<file path="src/design/ipv4hb_pkg.sv">
package ipv4hb_pkg;

  localparam int ADDR_W      = 32;
  localparam int PROTO_W     = 8;
  localparam int PLEN_W      = 11;
  localparam int TTL_W       = 8;
  localparam int WORD_W      = 32;
  localparam int IDX_W       = 3;
  localparam int CFG_IDX_W   = 1;
  localparam int NUM_WORDS   = 5;
  localparam int QUEUE_DEPTH = 2;
  localparam int MAX_PAYLOAD_DEFAULT = 1480;

  localparam logic [31:0]        SRC_RESET  = 32'h0A00_020F;
  localparam logic [TTL_W-1:0]   TTL_RESET  = 8'd64;
  localparam logic [15:0]        VER_IHL    = 16'h4500;
  localparam logic [15:0]        DF_FLAG    = 16'h4000;
  localparam logic [15:0]        HDR_BYTES  = 16'd20;
  localparam logic [IDX_W-1:0]   LAST_INDEX = IDX_W'(NUM_WORDS - 1);

  localparam logic [CFG_IDX_W-1:0] REG_SOURCE_ADDRESS = 1'd0;
  localparam logic [CFG_IDX_W-1:0] REG_TIME_TO_LIVE   = 1'd1;

  typedef struct packed {
    logic [ADDR_W-1:0]  dest_address;
    logic [PROTO_W-1:0] protocol_number;
    logic [PLEN_W-1:0]  payload_length;
  } req_t;

  typedef struct packed {
    logic [WORD_W-1:0] header_word;
    logic [IDX_W-1:0]  word_index;
    logic              last_word;
    logic              length_error;
  } hdr_t;

  typedef struct packed {
    logic [15:0]        total_length;
    logic [TTL_W-1:0]   ttl;
    logic [PROTO_W-1:0] proto;
    logic [15:0]        checksum;
    logic [ADDR_W-1:0]  src;
    logic [ADDR_W-1:0]  dst;
    logic               err;
  } entry_t;

endpackage

</file>
<file path="src/design/ipv4hb_front.sv">
module ipv4hb_front
  import ipv4hb_pkg::*;
#(
  parameter int MAX_PAYLOAD = MAX_PAYLOAD_DEFAULT
) (
  input  logic               clk,
  input  logic               rst,
  input  logic               req_valid,
  output logic               req_stall,
  input  req_t               req,
  input  logic [ADDR_W-1:0]  source_address,
  input  logic [TTL_W-1:0]   time_to_live,
  output logic               push,
  input  logic               q_full,
  output entry_t             push_data
);

  localparam logic [PLEN_W-1:0] MAX_PLEN = PLEN_W'(MAX_PAYLOAD);

  logic               s1_valid;
  logic [15:0]        s1_total;
  logic [TTL_W-1:0]   s1_ttl;
  logic [PROTO_W-1:0] s1_proto;
  logic [ADDR_W-1:0]  s1_src;
  logic [ADDR_W-1:0]  s1_dst;
  logic               s1_err;
  logic [17:0]        s1_sum_a;
  logic [17:0]        s1_sum_b;

  logic        accept;
  logic [15:0] total_next;
  logic [18:0] sum;
  logic [16:0] fold1;
  logic [15:0] fold2;

  assign req_stall  = s1_valid && q_full;
  assign accept     = req_valid && !req_stall;
  assign push       = s1_valid && !q_full;
  assign total_next = HDR_BYTES + 16'(req.payload_length);

  always_ff @(posedge clk) begin
    if (rst) begin
      s1_valid <= 1'b0;
    end else if (accept) begin
      s1_valid <= 1'b1;
    end else if (push) begin
      s1_valid <= 1'b0;
    end
    if (accept) begin
      s1_total <= total_next;
      s1_ttl   <= time_to_live;
      s1_proto <= req.protocol_number;
      s1_src   <= source_address;
      s1_dst   <= req.dest_address;
      s1_err   <= req.payload_length > MAX_PLEN;
      s1_sum_a <= 18'(VER_IHL) + 18'(total_next) + 18'(DF_FLAG)
                + 18'({time_to_live, req.protocol_number});
      s1_sum_b <= 18'(source_address[31:16]) + 18'(source_address[15:0])
                + 18'(req.dest_address[31:16]) + 18'(req.dest_address[15:0]);
    end
  end

  // end-around carry, two passes cover the widest sum
  assign sum   = 19'(s1_sum_a) + 19'(s1_sum_b);
  assign fold1 = 17'(sum[15:0]) + 17'(sum[18:16]);
  assign fold2 = fold1[15:0] + 16'(fold1[16]);

  always_comb begin
    push_data.total_length = s1_total;
    push_data.ttl          = s1_ttl;
    push_data.proto        = s1_proto;
    push_data.checksum     = ~fold2;
    push_data.src          = s1_src;
    push_data.dst          = s1_dst;
    push_data.err          = s1_err;
  end

endmodule

</file>
<file path="src/design/ipv4hb_queue.sv">
module ipv4hb_queue
  import ipv4hb_pkg::*;
(
  input  logic   clk,
  input  logic   rst,
  input  logic   push,
  input  entry_t push_data,
  output logic   full,
  output logic   q_valid,
  input  logic   pop,
  output entry_t q_data
);

  localparam int PTR_W = $clog2(QUEUE_DEPTH);
  localparam int CNT_W = $clog2(QUEUE_DEPTH + 1);

  entry_t             mem [QUEUE_DEPTH];
  logic [PTR_W-1:0]   wr_ptr;
  logic [PTR_W-1:0]   rd_ptr;
  logic [CNT_W-1:0]   count;

  assign full    = count == CNT_W'(QUEUE_DEPTH);
  assign q_valid = count != '0;
  assign q_data  = mem[rd_ptr];

  always_ff @(posedge clk) begin
    if (rst) begin
      wr_ptr <= '0;
      rd_ptr <= '0;
      count  <= '0;
    end else begin
      if (push) begin
        wr_ptr <= (wr_ptr == PTR_W'(QUEUE_DEPTH - 1)) ? '0 : wr_ptr + 1'b1;
      end
      if (pop) begin
        rd_ptr <= (rd_ptr == PTR_W'(QUEUE_DEPTH - 1)) ? '0 : rd_ptr + 1'b1;
      end
      if (push && !pop) begin
        count <= count + 1'b1;
      end else if (pop && !push) begin
        count <= count - 1'b1;
      end
    end
    if (push) begin
      mem[wr_ptr] <= push_data;
    end
  end

  a_no_overflow: assert property (@(posedge clk) disable iff (rst)
    push |-> (!full || pop)) else $error("push into full queue");

  a_no_underflow: assert property (@(posedge clk) disable iff (rst)
    pop |-> q_valid) else $error("pop from empty queue");

  a_count_bound: assert property (@(posedge clk) disable iff (rst)
    count <= CNT_W'(QUEUE_DEPTH)) else $error("queue count out of range");

endmodule

</file>
<file path="src/design/ipv4hb_back.sv">
module ipv4hb_back
  import ipv4hb_pkg::*;
(
  input  logic   clk,
  input  logic   rst,
  input  logic   q_valid,
  input  entry_t q_data,
  output logic   pop,
  output logic   hdr_valid,
  input  logic   hdr_stall,
  output hdr_t   hdr
);

  entry_t           cur;
  logic             cur_valid;
  logic [IDX_W-1:0] idx;

  logic              out_ready;
  logic              emit;
  logic [WORD_W-1:0] word;

  assign out_ready = !hdr_valid || !hdr_stall;
  assign emit      = out_ready && cur_valid;
  assign pop       = q_valid && (!cur_valid || (emit && idx == LAST_INDEX));

  always_comb begin
    case (idx)
      3'd0:    word = {VER_IHL[15:8], 8'h00, cur.total_length};
      3'd1:    word = {16'h0000, DF_FLAG};
      3'd2:    word = {cur.ttl, cur.proto, cur.checksum};
      3'd3:    word = cur.src;
      3'd4:    word = cur.dst;
      default: word = '0;
    endcase
  end

  always_ff @(posedge clk) begin
    if (rst) begin
      cur_valid <= 1'b0;
      idx       <= '0;
      hdr_valid <= 1'b0;
    end else begin
      if (emit) begin
        hdr_valid <= 1'b1;
      end else if (out_ready) begin
        hdr_valid <= 1'b0;
      end
      if (pop) begin
        cur_valid <= 1'b1;
        idx       <= '0;
      end else if (emit) begin
        if (idx == LAST_INDEX) begin
          cur_valid <= 1'b0;
          idx       <= '0;
        end else begin
          idx <= idx + 1'b1;
        end
      end
    end
    if (pop) begin
      cur <= q_data;
    end
    if (emit) begin
      hdr.header_word  <= word;
      hdr.word_index   <= idx;
      hdr.last_word    <= idx == LAST_INDEX;
      hdr.length_error <= cur.err;
    end
  end

  a_last_flag: assert property (@(posedge clk) disable iff (rst)
    hdr_valid |-> (hdr.last_word == (hdr.word_index == LAST_INDEX)))
    else $error("last_word does not match word_index");

  a_index_range: assert property (@(posedge clk) disable iff (rst)
    cur_valid |-> idx <= LAST_INDEX) else $error("word counter out of range");

  a_words_follow: assert property (@(posedge clk) disable iff (rst)
    hdr_valid && !hdr_stall && !hdr.last_word |=>
      hdr_valid && hdr.word_index == $past(hdr.word_index) + 1'b1)
    else $error("header words not contiguous");

endmodule

</file>
<file path="src/design/ipv4_header_builder.sv">
// IPv4 header builder. Each request word (destination, protocol, payload
// length) produces five 32-bit header words, network order, word_index 0..4,
// last_word on the fifth, length_error on all five when the payload exceeds
// MAX_PAYLOAD. The header checksum is computed in the front stage as
// requests arrive; a two-entry queue feeds the back end, which sends one
// header word per cycle unless hdr_stall holds it, via a registered output.
// A new request can be accepted while earlier headers are still being sent;
// it passes front stage registers, queue, current entry, output register.
// source_address and time_to_live are sampled when a request is accepted.
module ipv4_header_builder
  import ipv4hb_pkg::*;
#(
  parameter int MAX_PAYLOAD = MAX_PAYLOAD_DEFAULT
) (
  input  logic                 clk,
  input  logic                 rst,
  input  logic                 req_valid,
  output logic                 req_stall,
  input  req_t                 req,
  output logic                 hdr_valid,
  input  logic                 hdr_stall,
  output hdr_t                 hdr,
  input  logic                 cfg_we,
  input  logic [CFG_IDX_W-1:0] cfg_index,
  input  logic [31:0]          cfg_data
);

  logic [ADDR_W-1:0] source_address;
  logic [TTL_W-1:0]  time_to_live;

  logic   push;
  logic   q_full;
  entry_t push_data;
  logic   q_valid;
  logic   pop;
  entry_t q_data;

  always_ff @(posedge clk) begin
    if (rst) begin
      source_address <= SRC_RESET;
      time_to_live   <= TTL_RESET;
    end else if (cfg_we) begin
      case (cfg_index)
        REG_SOURCE_ADDRESS: source_address <= cfg_data;
        REG_TIME_TO_LIVE:   time_to_live   <= cfg_data[TTL_W-1:0];
        default: ;
      endcase
    end
  end

  ipv4hb_front #(
    .MAX_PAYLOAD(MAX_PAYLOAD)
  ) u_front (
    .clk            (clk),
    .rst            (rst),
    .req_valid      (req_valid),
    .req_stall      (req_stall),
    .req            (req),
    .source_address (source_address),
    .time_to_live   (time_to_live),
    .push           (push),
    .q_full         (q_full),
    .push_data      (push_data)
  );

  ipv4hb_queue u_queue (
    .clk       (clk),
    .rst       (rst),
    .push      (push),
    .push_data (push_data),
    .full      (q_full),
    .q_valid   (q_valid),
    .pop       (pop),
    .q_data    (q_data)
  );

  ipv4hb_back u_back (
    .clk       (clk),
    .rst       (rst),
    .q_valid   (q_valid),
    .q_data    (q_data),
    .pop       (pop),
    .hdr_valid (hdr_valid),
    .hdr_stall (hdr_stall),
    .hdr       (hdr)
  );

endmodule

</file>
<file path="config.mk">
export PLATFORM = sky130hd
export DESIGN_NAME = ipv4_header_builder
export DESIGN_NICKNAME = d
export VERILOG_FILES = /design/src/design/ipv4hb_pkg.sv /design/src/design/ipv4hb_front.sv /design/src/design/ipv4hb_queue.sv /design/src/design/ipv4hb_back.sv /design/src/design/ipv4_header_builder.sv
export SDC_FILE = /design/constraint.sdc
export NUM_CORES = 1
export LEC_CHECK = 0
export BUFFER_PORTS_ARGS = -buffer_cell sky130_fd_sc_hd__buf_2
export CAP_MARGIN = 20
export CORE_ASPECT_RATIO = 1.5
export CORE_MARGIN = 5
export CORE_UTILIZATION = 40
export CTS_CLUSTER_SIZE = 16
export DETAILED_ROUTE_END_ITERATION = 10
export SYNTH_ARGS = -nofsm -noshare
export SYNTH_HDL_FRONTEND = slang
export SYNTH_SLANG_ARGS = --single-unit
</file>
<file path="constraint.sdc">
create_clock -name clk -period 17.2 [get_ports clk]
set_input_delay 5.16 -clock clk [delete_from_list [all_inputs] [get_ports clk]]
set_output_delay 5.16 -clock clk [all_outputs]
set_load 0.02 [all_outputs]
</file>
==> metrics.cfg <==
[status]
outcome=complete, no violations

[timing]
tns_ns=0
tightest_slew_ns=1.04
fin_crit_sh_pct=47.5
relSlewSlack_pct=30.9
finalHoldViolCount=0
rsz0062_at_grt=no
slew_viol_final=0
setup_viol=0
min_period_ns=8.18
fmax_mhz=122
clock_skew_ns=0.0306

[drt]
ant_nets=0
dr.max_layer_used=met4
dr.pass1.iters=8
drc=0
wl_met3_um=2340
routed-wl-met2_um=26600
m1WireLength_um=20300
viasPerCell=5.11
wirelength_um=51200
wl_per_cell_um=20.5
num_vias=12800
drt_iter0_drc=862

[synth]
synth-edff-count=492
ys_seq_elements=542
yosys_warnings=0
synth-main-ff-cell=edfxtp_1
syn_nets=1735
ys_async_sr_fraction_pct=0
syn_inst=1549
synth.avg_cell_area_um2=14.8
yosysSeqAreaShare_pct=68.6
ys_types=88
netlist_area_um2=23000

[floorplanning]
die_w_um=206
die_y_um=304
ioPinCount=128
floorplan.initialDensity_pct=40.4
core_um2=56900
rows=107
die_area_um2=62500

[cts]
htree_levels=2
clock_path_buffers=3
cts_tree=built
cts.sinks=542
cts_hold_buf=0
clkSlewWorstSetupHoldPaths_ns=0.07
insertion_delay_ns=0.59
clock-root-buffer=clkbuf_16
cts_resized=0
cts_buffers=48
post_cts_buffers=0

[global_routing]
globalRouteOverflowTotal=0
grt_pass1_wl_um=77400
grt_max_degree=129
antenna_found_initial=1
grt_pass1_vias=13100
track_usage_pct=16.2

[power]
finalPower_uw=4180
peakVddDrop_uv=95.4
powerDensity_nw_per_um2=160
p_leak_uw=0.00964

[worst_setup_path]
critPathLaunchType=input port
cp.arrival_ns=8.62
startpoint=req[21]
crit_required_ns=17.64
criticalPathCategory=in -> reg
worstPathMaxFanout=3
r2r_start=u_front.s1_sum_a[0]
end_kind=flip-flop

[finish]
final_nets=1881
synthToLayoutAreaGrowth_pct=13.9
fin_util_pct=46.0
layout_common_cells=edfxtp_1 (492), nand2_1 (130), buf_2 (127)
drive_gt1_share_pct=20.9
layout_commonest_cell=edfxtp_1

[job]
maxCapViolCount=0

[place]
hpwlAfterDp_um=35900
gp_congestion=0.844
io_buffers=127

[min_path]
holdCritStartpoint=u_back.cur[0]
hold_class=reg -> reg

[critical path, stage by stage]
cell	delay [ns]
buf_2	0.09
inv_1	0.05
fa_1	0.61
inv_1	0.06
ha_1	0.29
a21o_1	0.18
a21oi_1	0.21
o21ai_0	0.18
a21o_1	0.24
a21oi_1	0.26
o21ai_0	0.20
o211ai_1	0.37
o211ai_1	0.21
or4_1	0.43
nand3_1	0.08
[per-stage QoR]
step	cell area [um2]	hold slack [ns]	std cells	setup slack (ns)
finish	26200	0.423	2499	9.02
global route	26200	0.442	2498	8.75
CTS	26200	0.425	2497	9.07
detailed placement	24600	0.411	2408	8.49
global placement	24600	0.407	2408	8.51
floorplan	23000	0.400	1549	5.14
[cells in the mapped netlist (all sizes together) (3+ instances only)]
cell type	number	area share, %
nor2b	18	0.52
a211o	4	0.15
nand2	130	2.1
inv	125	2.0
clkbuf	38	0.62
a21boi	9	0.31
nor4	3	0.17
and2	4	0.11
o211ai	6	0.26
and3	8	0.24
dfxtp	50	4.4
or2	7	0.19
o21ai	39	0.85
a21oi	76	1.7
nor2	51	0.88
buf	7	0.22
xnor2	55	2.1
a222oi	16	0.70
nor3	23	0.50
a31oi	3	0.082
a22oi	29	0.95
nand3b	10	0.33
mux2i	3	0.13
nand4b	4	0.15
a211oi	6	0.22
o21bai	3	0.11
a21o	11	0.36
a2bb2oi	3	0.14
edfxtp	492	64
nand4	3	0.082
mux2	110	5.4
o311a	3	0.13
or3	8	0.22
ha	76	4.1
xor2	28	1.1
nand2b	7	0.22
o21a	5	0.16
nand3	27	0.69
fa	21	1.8
[flip-flops by register name, summed over array words and instances (netlist names), 12 cells and up]
register,flops
source_address,32
u_back.cur,109
u_back.hdr,37
u_front.s1_dst,32
u_front.s1_src,32
u_front.s1_sum_a,17
u_front.s1_sum_b,18
u_front.s1_total,12
u_queue.mem,218
[worst paths after layout]
kind                                              to  slack [ns]  cells after the start
worst max-delay path            u_front.s1_sum_b[16]        9.02                     15
worst min-delay path                   u_back.hdr[0]        0.42                      0
worst max register to register    u_queue.mem[1][80]        9.43                     29
worst min register to register         u_back.hdr[0]        0.42                      0
[power breakdown]
part / switching, uW / internal (uW) / leakage (uW)
Sequential: 109 / 1820 / 0.00503
Clock: 471 / 621 / 0.000798
Combinational: 708 / 452 / 0.00381
Total: 1290 / 2890 / 0.00964
[layout make-up]
cell class | instances | area, um2
inverters | 125 | 469
multi-input cells | 837 | 6600
fillers | 4992 | 30700
flip-flops and latches | 542 | 15800
clock inverters | 16 | 209
repair buffers | 141 | 753
clock buffers | 73 | 1420
diodes | 2 | 5.00
well taps | 763 | 955
[cell families (layout without fill, tap and decap cells)]
logic type | count (synthesis) | count (layout) | share of synthesized area, %
compound gates | 237 | 237 | 7.25
buf+inv | 170 | 355 | 2.88
fa+ha+maj | 97 | 97 | 5.96
simple gates | 307 | 307 | 6.58
mux | 113 | 113 | 5.52
flops | 542 | 542 | 68.6
other cells | 0 | 2 | 0
xor+xnor | 83 | 83 | 3.23
[per-layer routing]
layer	GRT usage [%]	up-vias
met2	28.7	301
met4	6.01	0
li1	-	6012
met5	0	-
met3	2.04	88
met1	20.2	6370
Note: power is estimated with default switching activity, not from simulation.
